===== config.mk =====
export PLATFORM = sky130hd
export DESIGN_NAME = square_crop_rotate_address
export DESIGN_NICKNAME = d
export VERILOG_FILES = /design/src/hdl/scra_pkg.sv /design/src/hdl/scra_raster.sv /design/src/hdl/scra_window.sv /design/src/hdl/scra_index.sv /design/src/hdl/square_crop_rotate_address.sv
export SDC_FILE = /design/constraint.sdc
export NUM_CORES = 1
export LEC_CHECK = 0
export BUFFER_PORTS_ARGS = -buffer_cell sky130_fd_sc_hd__buf_4
export CAP_MARGIN = 25
export CORE_ASPECT_RATIO = 0.5
export CORE_UTILIZATION = 55
export CTS_CLUSTER_DIAMETER = 50
export DETAILED_ROUTE_END_ITERATION = 10
export HOLD_SLACK_MARGIN = 0.02
export PLACE_DENSITY = 0.69
export SLEW_MARGIN = 40
export SYNTH_ARGS = -nofsm -noshare
export SYNTH_HDL_FRONTEND = slang
export SYNTH_SLANG_ARGS = --single-unit

===== constraint.sdc =====
create_clock -name i_clk -period 18.5 [get_ports i_clk]
set_clock_uncertainty 0.2 [all_clocks]
set_input_delay 3.7 -clock i_clk [delete_from_list [all_inputs] [get_ports i_clk]]
set_output_delay 3.7 -clock i_clk [all_outputs]
set_load 0.05 [all_outputs]

===== src/hdl/scra_pkg.sv =====
// shared constants and types for the square crop rotate address block
package scra_pkg;

    localparam int MAX_DIM    = 4096;
    localparam int DIM_BITS   = $clog2(MAX_DIM);
    localparam int SIZE_BITS  = DIM_BITS + 1;
    localparam int PIXEL_BITS = 24;
    localparam int INDEX_BITS = 24;
    localparam int CFG_BITS   = 3;

    localparam logic [CFG_BITS-1:0] CFG_IMAGE_WIDTH    = 3'd0;
    localparam logic [CFG_BITS-1:0] CFG_IMAGE_HEIGHT   = 3'd1;
    localparam logic [CFG_BITS-1:0] CFG_SIDE_LENGTH    = 3'd2;
    localparam logic [CFG_BITS-1:0] CFG_CROP_COL_START = 3'd3;
    localparam logic [CFG_BITS-1:0] CFG_CROP_ROW_START = 3'd4;
    localparam logic [CFG_BITS-1:0] CFG_ORIENTATION    = 3'd5;

    typedef enum logic [1:0] {
        ORIENT_IDENT     = 2'd0,
        ORIENT_TRANSPOSE = 2'd1,
        ORIENT_ROT180    = 2'd2,
        ORIENT_ANTI      = 2'd3
    } t_orient;

    // window settings handed to the window stage
    typedef struct packed {
        logic [SIZE_BITS-1:0] side;
        logic [DIM_BITS-1:0]  col_start;
        logic [DIM_BITS-1:0]  row_start;
        t_orient              orient;
    } t_win_cfg;

endpackage


===== src/hdl/scra_raster.sv =====
// input register stage with the raster row and column counters
module scra_raster import scra_pkg::*; (
    input  logic                  i_clk,
    input  logic                  i_rst_n,
    input  logic                  i_valid,
    input  logic [PIXEL_BITS-1:0] i_pixel,
    output logic                  o_ready,
    input  logic [SIZE_BITS-1:0]  i_width,
    input  logic [SIZE_BITS-1:0]  i_height,
    output logic                  o_valid,
    output logic [PIXEL_BITS-1:0] o_pixel,
    output logic [DIM_BITS-1:0]   o_row,
    output logic [DIM_BITS-1:0]   o_col,
    input  logic                  i_ready
);

    logic                  r_valid;
    logic [PIXEL_BITS-1:0] r_pixel;
    logic [DIM_BITS-1:0]   r_row;
    logic [DIM_BITS-1:0]   r_col;
    logic [DIM_BITS-1:0]   r_row_count;
    logic [DIM_BITS-1:0]   r_col_count;
    logic [DIM_BITS-1:0]   n_row_count;
    logic [DIM_BITS-1:0]   n_col_count;
    logic [SIZE_BITS-1:0]  col_inc;
    logic [SIZE_BITS-1:0]  row_inc;
    logic                  accept;

    assign o_ready = !r_valid || i_ready;
    assign accept  = i_valid && o_ready;
    assign col_inc = {1'b0, r_col_count} + 1'b1;
    assign row_inc = {1'b0, r_row_count} + 1'b1;

    always_comb begin
        if (col_inc >= i_width) begin
            n_col_count = '0;
            n_row_count = (row_inc >= i_height) ? '0 : row_inc[DIM_BITS-1:0];
        end else begin
            n_col_count = col_inc[DIM_BITS-1:0];
            n_row_count = r_row_count;
        end
    end

    always_ff @(posedge i_clk) begin
        if (!i_rst_n) begin
            r_valid     <= 1'b0;
            r_row_count <= '0;
            r_col_count <= '0;
        end else begin
            if (o_ready) begin
                r_valid <= i_valid;
            end
            if (accept) begin
                r_row_count <= n_row_count;
                r_col_count <= n_col_count;
            end
        end
    end

    always_ff @(posedge i_clk) begin
        if (accept) begin
            r_pixel <= i_pixel;
            r_row   <= r_row_count;
            r_col   <= r_col_count;
        end
    end

    assign o_valid = r_valid;
    assign o_pixel = r_pixel;
    assign o_row   = r_row;
    assign o_col   = r_col;

endmodule


===== src/hdl/scra_window.sv =====
// window test and orientation mapping stage
module scra_window import scra_pkg::*; (
    input  logic                  i_clk,
    input  logic                  i_rst_n,
    input  t_win_cfg              i_cfg,
    input  logic                  i_valid,
    input  logic [PIXEL_BITS-1:0] i_pixel,
    input  logic [DIM_BITS-1:0]   i_row,
    input  logic [DIM_BITS-1:0]   i_col,
    output logic                  o_ready,
    output logic                  o_valid,
    output logic [PIXEL_BITS-1:0] o_pixel,
    output logic [DIM_BITS-1:0]   o_row,
    output logic [DIM_BITS-1:0]   o_col,
    input  logic                  i_ready
);

    logic                  r_valid;
    logic [PIXEL_BITS-1:0] r_pixel;
    logic [DIM_BITS-1:0]   r_row;
    logic [DIM_BITS-1:0]   r_col;
    logic [DIM_BITS-1:0]   n_row;
    logic [DIM_BITS-1:0]   n_col;
    logic [DIM_BITS-1:0]   dr;
    logic [DIM_BITS-1:0]   dc;
    logic [DIM_BITS-1:0]   last;
    logic                  in_win;
    logic                  accept;

    assign o_ready = !r_valid || i_ready;
    assign accept  = i_valid && o_ready;

    assign dr   = i_row - i_cfg.row_start;
    assign dc   = i_col - i_cfg.col_start;
    // side of 4096 wraps to 0 here, so last lands on 4095
    assign last = i_cfg.side[DIM_BITS-1:0] - 1'b1;

    assign in_win = (i_cfg.side != '0)
                 && (i_row >= i_cfg.row_start) && (i_col >= i_cfg.col_start)
                 && ({1'b0, dr} < i_cfg.side) && ({1'b0, dc} < i_cfg.side);

    always_comb begin
        unique case (i_cfg.orient)
            ORIENT_IDENT: begin
                n_row = dr;
                n_col = dc;
            end
            ORIENT_TRANSPOSE: begin
                n_row = dc;
                n_col = dr;
            end
            ORIENT_ROT180: begin
                n_row = last - dr;
                n_col = last - dc;
            end
            default: begin
                n_row = last - dc;
                n_col = last - dr;
            end
        endcase
    end

    // beats outside the window are dropped here
    always_ff @(posedge i_clk) begin
        if (!i_rst_n) begin
            r_valid <= 1'b0;
        end else if (o_ready) begin
            r_valid <= i_valid && in_win;
        end
    end

    always_ff @(posedge i_clk) begin
        if (accept) begin
            r_pixel <= i_pixel;
            r_row   <= n_row;
            r_col   <= n_col;
        end
    end

    assign o_valid = r_valid;
    assign o_pixel = r_pixel;
    assign o_row   = r_row;
    assign o_col   = r_col;

    a_row_in_side: assert property (@(posedge i_clk) disable iff (!i_rst_n)
        r_valid |-> ({1'b0, r_row} < i_cfg.side))
        else $error("destination row outside crop side");

    a_col_in_side: assert property (@(posedge i_clk) disable iff (!i_rst_n)
        r_valid |-> ({1'b0, r_col} < i_cfg.side))
        else $error("destination column outside crop side");

    a_no_side_no_beat: assert property (@(posedge i_clk) disable iff (!i_rst_n)
        (i_cfg.side == '0) && $stable(i_cfg.side) && !$past(r_valid) |-> !r_valid)
        else $error("beat passed with empty window");

endmodule


===== src/hdl/scra_index.sv =====
// linear index multiply and output register stage
module scra_index import scra_pkg::*; (
    input  logic                  i_clk,
    input  logic                  i_rst_n,
    input  logic [SIZE_BITS-1:0]  i_side,
    input  logic                  i_valid,
    input  logic [PIXEL_BITS-1:0] i_pixel,
    input  logic [DIM_BITS-1:0]   i_row,
    input  logic [DIM_BITS-1:0]   i_col,
    output logic                  o_ready,
    output logic                  o_valid,
    output logic [PIXEL_BITS-1:0] o_pixel,
    output logic [DIM_BITS-1:0]   o_row,
    output logic [DIM_BITS-1:0]   o_col,
    output logic [INDEX_BITS-1:0] o_index,
    input  logic                  i_ready
);

    localparam int PROD_BITS = DIM_BITS + SIZE_BITS;

    logic                  r_valid;
    logic [PIXEL_BITS-1:0] r_pixel;
    logic [DIM_BITS-1:0]   r_row;
    logic [DIM_BITS-1:0]   r_col;
    logic [INDEX_BITS-1:0] r_index;
    logic [INDEX_BITS-1:0] n_index;
    logic [PROD_BITS-1:0]  prod;
    logic                  accept;

    assign o_ready = !r_valid || i_ready;
    assign accept  = i_valid && o_ready;

    assign prod    = {{SIZE_BITS{1'b0}}, i_row} * {{DIM_BITS{1'b0}}, i_side};
    assign n_index = prod[INDEX_BITS-1:0] + {{(INDEX_BITS-DIM_BITS){1'b0}}, i_col};

    always_ff @(posedge i_clk) begin
        if (!i_rst_n) begin
            r_valid <= 1'b0;
        end else if (o_ready) begin
            r_valid <= i_valid;
        end
    end

    always_ff @(posedge i_clk) begin
        if (accept) begin
            r_pixel <= i_pixel;
            r_row   <= i_row;
            r_col   <= i_col;
            r_index <= n_index;
        end
    end

    assign o_valid = r_valid;
    assign o_pixel = r_pixel;
    assign o_row   = r_row;
    assign o_col   = r_col;
    assign o_index = r_index;

    a_identity_index: assert property (@(posedge i_clk) disable iff (!i_rst_n)
        accept && (i_row == '0) |=> (r_index == {{(INDEX_BITS-DIM_BITS){1'b0}}, r_col}))
        else $error("index of top row differs from column");

    a_valid_held: assert property (@(posedge i_clk) disable iff (!i_rst_n)
        r_valid && !i_ready |=> r_valid && $stable(r_index))
        else $error("stalled index changed");

endmodule


===== src/hdl/square_crop_rotate_address.sv =====
// top level: configuration registers and the three stage crop pipeline
//
// Pixels enter on the s_axis channel in raster order, one beat per pixel.
// A row and a column counter follow the raster and wrap at the configured
// image width and height. Pixels inside the square crop window leave on the
// m_axis channel with their rotated destination row, column and linear
// index; pixels outside the window produce no beat.
// Throughput is one pixel per clock while the receiver takes beats; the row
// times side multiply and the column add sit together in the last stage.
// Each stage has its own valid register and is refilled while its result is
// being taken, so a stalled receiver only back-pressures once every stage
// holds a beat; s_axis_tready then drops until m_axis_tready returns.
// Synchronous reset empties the pipeline, clears both counters and loads the
// registers with width, height and side 4096, start 0 and identity rotation.
// Configuration writes land on the next edge; write only while no pixel is
// in flight. Width and height of 0 act as 1; a side of 0 gives no output
// beat; sizes above 4096 act as 4096.
module square_crop_rotate_address import scra_pkg::*; (
    input  logic                  i_clk,
    input  logic                  i_rst_n,
    input  logic                  s_axis_tvalid,
    output logic                  s_axis_tready,
    input  logic [23:0]           s_axis_tdata,   // pixel_in[23:0]
    output logic                  m_axis_tvalid,
    input  logic                  m_axis_tready,
    // pixel_out[23:0], dest_row[35:24], dest_col[47:36], dest_index[71:48]
    output logic [71:0]           m_axis_tdata,
    input  logic                  i_cfg_we,
    input  logic [CFG_BITS-1:0]   i_cfg_index,
    input  logic [SIZE_BITS-1:0]  i_cfg_data
);

    logic [SIZE_BITS-1:0] r_image_width;
    logic [SIZE_BITS-1:0] r_image_height;
    logic [SIZE_BITS-1:0] r_side_length;
    logic [DIM_BITS-1:0]  r_crop_col_start;
    logic [DIM_BITS-1:0]  r_crop_row_start;
    t_orient              r_orientation;

    logic [SIZE_BITS-1:0] width_eff;
    logic [SIZE_BITS-1:0] height_eff;
    logic [SIZE_BITS-1:0] side_eff;
    t_win_cfg             win_cfg;

    logic                  ras_valid, ras_ready;
    logic [PIXEL_BITS-1:0] ras_pixel;
    logic [DIM_BITS-1:0]   ras_row, ras_col;
    logic                  win_valid, win_ready;
    logic [PIXEL_BITS-1:0] win_pixel;
    logic [DIM_BITS-1:0]   win_row, win_col;
    logic [PIXEL_BITS-1:0] out_pixel;
    logic [DIM_BITS-1:0]   out_row, out_col;
    logic [INDEX_BITS-1:0] out_index;

    localparam logic [SIZE_BITS-1:0] SIZE_MAX = SIZE_BITS'(MAX_DIM);

    always_ff @(posedge i_clk) begin
        if (!i_rst_n) begin
            r_image_width    <= SIZE_MAX;
            r_image_height   <= SIZE_MAX;
            r_side_length    <= SIZE_MAX;
            r_crop_col_start <= '0;
            r_crop_row_start <= '0;
            r_orientation    <= ORIENT_IDENT;
        end else if (i_cfg_we) begin
            unique case (i_cfg_index)
                CFG_IMAGE_WIDTH:    r_image_width    <= i_cfg_data;
                CFG_IMAGE_HEIGHT:   r_image_height   <= i_cfg_data;
                CFG_SIDE_LENGTH:    r_side_length    <= i_cfg_data;
                CFG_CROP_COL_START: r_crop_col_start <= i_cfg_data[DIM_BITS-1:0];
                CFG_CROP_ROW_START: r_crop_row_start <= i_cfg_data[DIM_BITS-1:0];
                CFG_ORIENTATION:    r_orientation    <= t_orient'(i_cfg_data[1:0]);
                default: ;
            endcase
        end
    end

    // zero acts as one for the wrap sizes, everything saturates at the max
    always_comb begin
        if (r_image_width == '0) begin
            width_eff = SIZE_BITS'(1);
        end else if (r_image_width > SIZE_MAX) begin
            width_eff = SIZE_MAX;
        end else begin
            width_eff = r_image_width;
        end
        if (r_image_height == '0) begin
            height_eff = SIZE_BITS'(1);
        end else if (r_image_height > SIZE_MAX) begin
            height_eff = SIZE_MAX;
        end else begin
            height_eff = r_image_height;
        end
        side_eff = (r_side_length > SIZE_MAX) ? SIZE_MAX : r_side_length;
    end

    assign win_cfg.side      = side_eff;
    assign win_cfg.col_start = r_crop_col_start;
    assign win_cfg.row_start = r_crop_row_start;
    assign win_cfg.orient    = r_orientation;

    scra_raster u_raster (
        .i_clk    (i_clk),
        .i_rst_n  (i_rst_n),
        .i_valid  (s_axis_tvalid),
        .i_pixel  (s_axis_tdata),
        .o_ready  (s_axis_tready),
        .i_width  (width_eff),
        .i_height (height_eff),
        .o_valid  (ras_valid),
        .o_pixel  (ras_pixel),
        .o_row    (ras_row),
        .o_col    (ras_col),
        .i_ready  (ras_ready)
    );

    scra_window u_window (
        .i_clk   (i_clk),
        .i_rst_n (i_rst_n),
        .i_cfg   (win_cfg),
        .i_valid (ras_valid),
        .i_pixel (ras_pixel),
        .i_row   (ras_row),
        .i_col   (ras_col),
        .o_ready (ras_ready),
        .o_valid (win_valid),
        .o_pixel (win_pixel),
        .o_row   (win_row),
        .o_col   (win_col),
        .i_ready (win_ready)
    );

    scra_index u_index (
        .i_clk   (i_clk),
        .i_rst_n (i_rst_n),
        .i_side  (side_eff),
        .i_valid (win_valid),
        .i_pixel (win_pixel),
        .i_row   (win_row),
        .i_col   (win_col),
        .o_ready (win_ready),
        .o_valid (m_axis_tvalid),
        .o_pixel (out_pixel),
        .o_row   (out_row),
        .o_col   (out_col),
        .o_index (out_index),
        .i_ready (m_axis_tready)
    );

    assign m_axis_tdata = {out_index, out_col, out_row, out_pixel};

    a_reset_empties: assert property (@(posedge i_clk)
        !i_rst_n |=> !m_axis_tvalid && s_axis_tready)
        else $error("pipeline not empty after reset");

    a_ready_when_drained: assert property (@(posedge i_clk) disable iff (!i_rst_n)
        !m_axis_tvalid |-> s_axis_tready)
        else $error("input stalled with empty output register");

    a_out_in_side: assert property (@(posedge i_clk) disable iff (!i_rst_n)
        m_axis_tvalid |-> ({1'b0, out_row} < side_eff) && ({1'b0, out_col} < side_eff))
        else $error("output position outside crop side");

endmodule


==> summary.md <==
| Metric | Value |
|---|---|
| Status | finished clean |
| Clock Pin Slew Worst Setup and Hold Paths | 0.06 ns |
| Worst Hold End | u_index.o_pixel[8] |
| Post-synthesis net count | 2,271 |
| Initial Util | 0.5636 |
| Diodes inserted | 0 |
| PostCTS Resize Cnt | 0 |
| Final Max Slew Viols | 0 |
| Synthesized area per cell | 9.700 µm² |
| Number of setup violations in the final report | 0 |
| Cts hold-fix bufs | 0 |
| Port bufs | 118 |
| Cell Area, Synth | 0.01876 mm² |
| Highest Clock Rate | 0.1161 GHz |
| Top_reg_cell synth | edfxtp_1 |
| Max layer used | met4 |
| Fin crit share | 0.4655 |
| R2R Path End | u_index.o_index[23] |
| Die W | 263.2 µm |
| DRT met1 WL | 19,500 µm |
| Area growth, synth to finish | 12.19% |
| CP Data Required Time | 14.60 ns |
| Ports | 119 |
| CP arrival | 4.71 ns |
| WHS Path Cells | 0 |
| Worst r2r src | r_side_length[12] |
| CP Max Fanout | 5 |
| Initial drt markers | 814 |
| H-tree depth | 1 |
| DRC | 0 |
| Setup TNS Final | 0 ns |
| Maximum buffer depth of the clock tree | 3 |
| Grt total ovfl | 0 |
| Post-synthesis register bit count | 260 |
| Core outline area | 0.03328 mm² |
| RSZ-0062 raised after global routing | no |
| FF-to-FF setup slack | 11.82 ns |
| Final WL | 40,040 µm |
| Area post-placement | 0.02010 mm² |
| CP Launch Type | input port |
| Fillers | 2,867 |
| Drt wl/cell | 16.06 µm |
| Pwr dens | 67.67 mW/mm² |
| Skew-Pair Late Insertion Delay | 0.58 ns |
| Final Cell Area | 0.02105 mm² |
| Die area | 0.03490 mm² |
| Metal2 WL | 17,910 µm |
| Share of post-route cells with drive strength above 1 | 0.1014 |
| Rows | 47 |
| Max capacitance violation total | 0 |
| Fin. Hold Viols | 0 |
| Sequential area share after synthesis | 0.3671 |
| # clock sinks | 260 |
| Routed met3 length | 2034 µm |
| CTS Root Cell | clkbuf_16 |
| Layout Nets | 2,367 |
| Tmin final | 8.612 ns |
| Num CTS Buffers | 28 |
| Leakage power | 8.960 nW |
| Hold crit path type | reg2reg |
| Die Ht | 132.6 µm |
| Routed Antenna Nets | 0 |
| Worst hold start | u_window.o_pixel[8] |
| Routability cong. | 0.8831 |
| CP endpoint kind | primary output |
| Worst slew margin | 0.4974 |
| Synth cell types | 66 |
| CTS tree | yes |
| Worst-Margin Slew | 0.7539 ns |
| Vias in the first global route | 12,670 |
| Largest net degree at the start of global routing | 96 |
| Drt first pass iters | 5 |
| Mapped Cells | 1,934 |
| First-pass GRT wire length | 64,920 µm |
| Via count | 13,250 |
| Post-synth ARST share | 0 |
| Worst R2R Path Depth | 21 |
| Synth warn | 0 |
| Via density | 5.314 |
| Post-synth EDFFs | 168 |
| VDD IR max | 0.00005089 V |
| Antenna violations before repair | 0 |
| Hpwl dp | 29,790 µm |
| Critical path class | in2out |
| Post-CTS Setup Repair Bufs | 0 |
| Total GRT Usage | 0.2320 |
[through the flow]
stage	total power, mW	std cells	worst slack (ns)	util	hold slack, ns
finish	1.424	2493	9.888	0.6324	0.2188
global route	1.483	2493	9.755	0.6324	0.2215
CTS	1.437	2493	9.875	0.6322	0.2200
detailed placement	0.8655	2441	9.902	0.6038	0.2045
global placement	0.8610	2441	9.938	0.6034	0.2007
floorplan	0.8074	1934	9.913	-	0.2003
[state kept, by name, indices dropped and copies added, names as in the netlist]
register	count
u_raster.r_col_count	12
u_raster.o_col	12
r_side_length	13
u_index.o_col	12
r_orientation	2
u_window.o_pixel	24
r_image_width	13
u_window.o_valid	1
u_index.o_valid	1
u_index.o_row	12
u_raster.o_valid	1
u_window.o_row	12
u_raster.o_row	12
u_index.o_pixel	24
r_image_height	13
u_window.o_col	12
u_index.o_index	24
r_crop_col_start	12
r_crop_row_start	12
u_raster.o_pixel	24
u_raster.r_row_count	12
[power by group]
group          internal [mW]  total, mW  switching, mW
sequential             0.639      0.654         0.0150
clock                  0.317      0.571          0.254
combinational         0.0798      0.200          0.120
[Yosys cell counts, types with 5 or more instances]
master    instances  area [µm²]
a31oi_1          15       93.84
nand2b_1         20       125.1
o21ai_0          56       280.3
dfxtp_1          92        1842
a21oi_1          52       260.3
or2_2             5       31.28
nor2b_1          35       219.0
a21boi_0         71       533.0
o22ai_1          12       75.07
o211ai_1         10       75.07
nand3_1          29       145.1
xor2_1           29       254.0
inv_1           290        1089
fa_1            124        2482
a21o_1           23       172.7
o21a_1           21       157.7
xnor2_1          49       429.2
ha_1            168        2102
and3_1           12       75.07
nor4_1            8       50.05
edfxtp_1        168        5045
nor3_1           27       135.1
a211oi_1          8       60.06
nand4_1          11       68.82
nand2_1         289        1085
or3_1             7       43.79
o21bai_1          5       37.54
and2_1           83       519.3
mux2i_1          24       240.2
nor2_1           68       255.2
clkbuf_1         64       240.2
[placed cells by master, fill, tap and decap left out, drive strengths merged, types with 37 or more instances in the layout]
master / n
nand2: 289
o21ai: 58
ha: 168
clkbuf: 37
inv: 297
fa: 124
a21oi: 54
nor2: 68
edfxtp: 168
xnor2: 49
and2: 86
buf: 135
a21boi: 71
dfxtp: 92
[critical path, stage by stage]
cell	delay (ns)
buf_4	0.11
nor2b_1	0.46
nand3_1	0.21
buf_4	0.23
[kinds of logic (layout without fill, tap and decap cells)]
kind of cell / count (synthesis) / in the layout / share of synthesized area
mux: 26 / 26 / 0.01521
flops: 260 / 260 / 0.3671
simple gates: 611 / 611 / 0.1539
buf+inv: 359 / 477 / 0.07189
compound gates: 308 / 308 / 0.1111
fa+ha+maj: 292 / 292 / 0.2444
xor+xnor: 78 / 78 / 0.03641
[routing by layer]
layer  up-vias  GRT usage
li1       6599          -
met1      6335     0.3342
met2       272     0.3801
met3        41    0.03201
met4         0    0.03899
met5         -          0
[area by class of cell]
type / count / area (µm²) / share of cell area
inverters: 290 / 1089 / 0.05172
well taps: 441 / 551.8 / 0.02622
clock buffers: 37 / 808.3 / 0.03840
clock inverters: 15 / 138.9 / 0.006598
repair buffers: 135 / 1021 / 0.04851
multi-input cells: 1315 / 10550 / 0.5014
flip-flops and latches: 260 / 6887 / 0.3272
[worst max path at each step]
stage                   from                to  slack [ns]
2_1_floorplan  m_axis_tready  u_window.o_valid        9.91
4_1_cts        m_axis_tready     s_axis_tready        9.87
3_3_place_gp   m_axis_tready     s_axis_tready        9.94
3_5_place_dp   m_axis_tready     s_axis_tready        9.90
5_1_grt        m_axis_tready     s_axis_tready        9.75
6_report       m_axis_tready     s_axis_tready        9.89
Note: power is estimated with default switching activity, not from simulation.
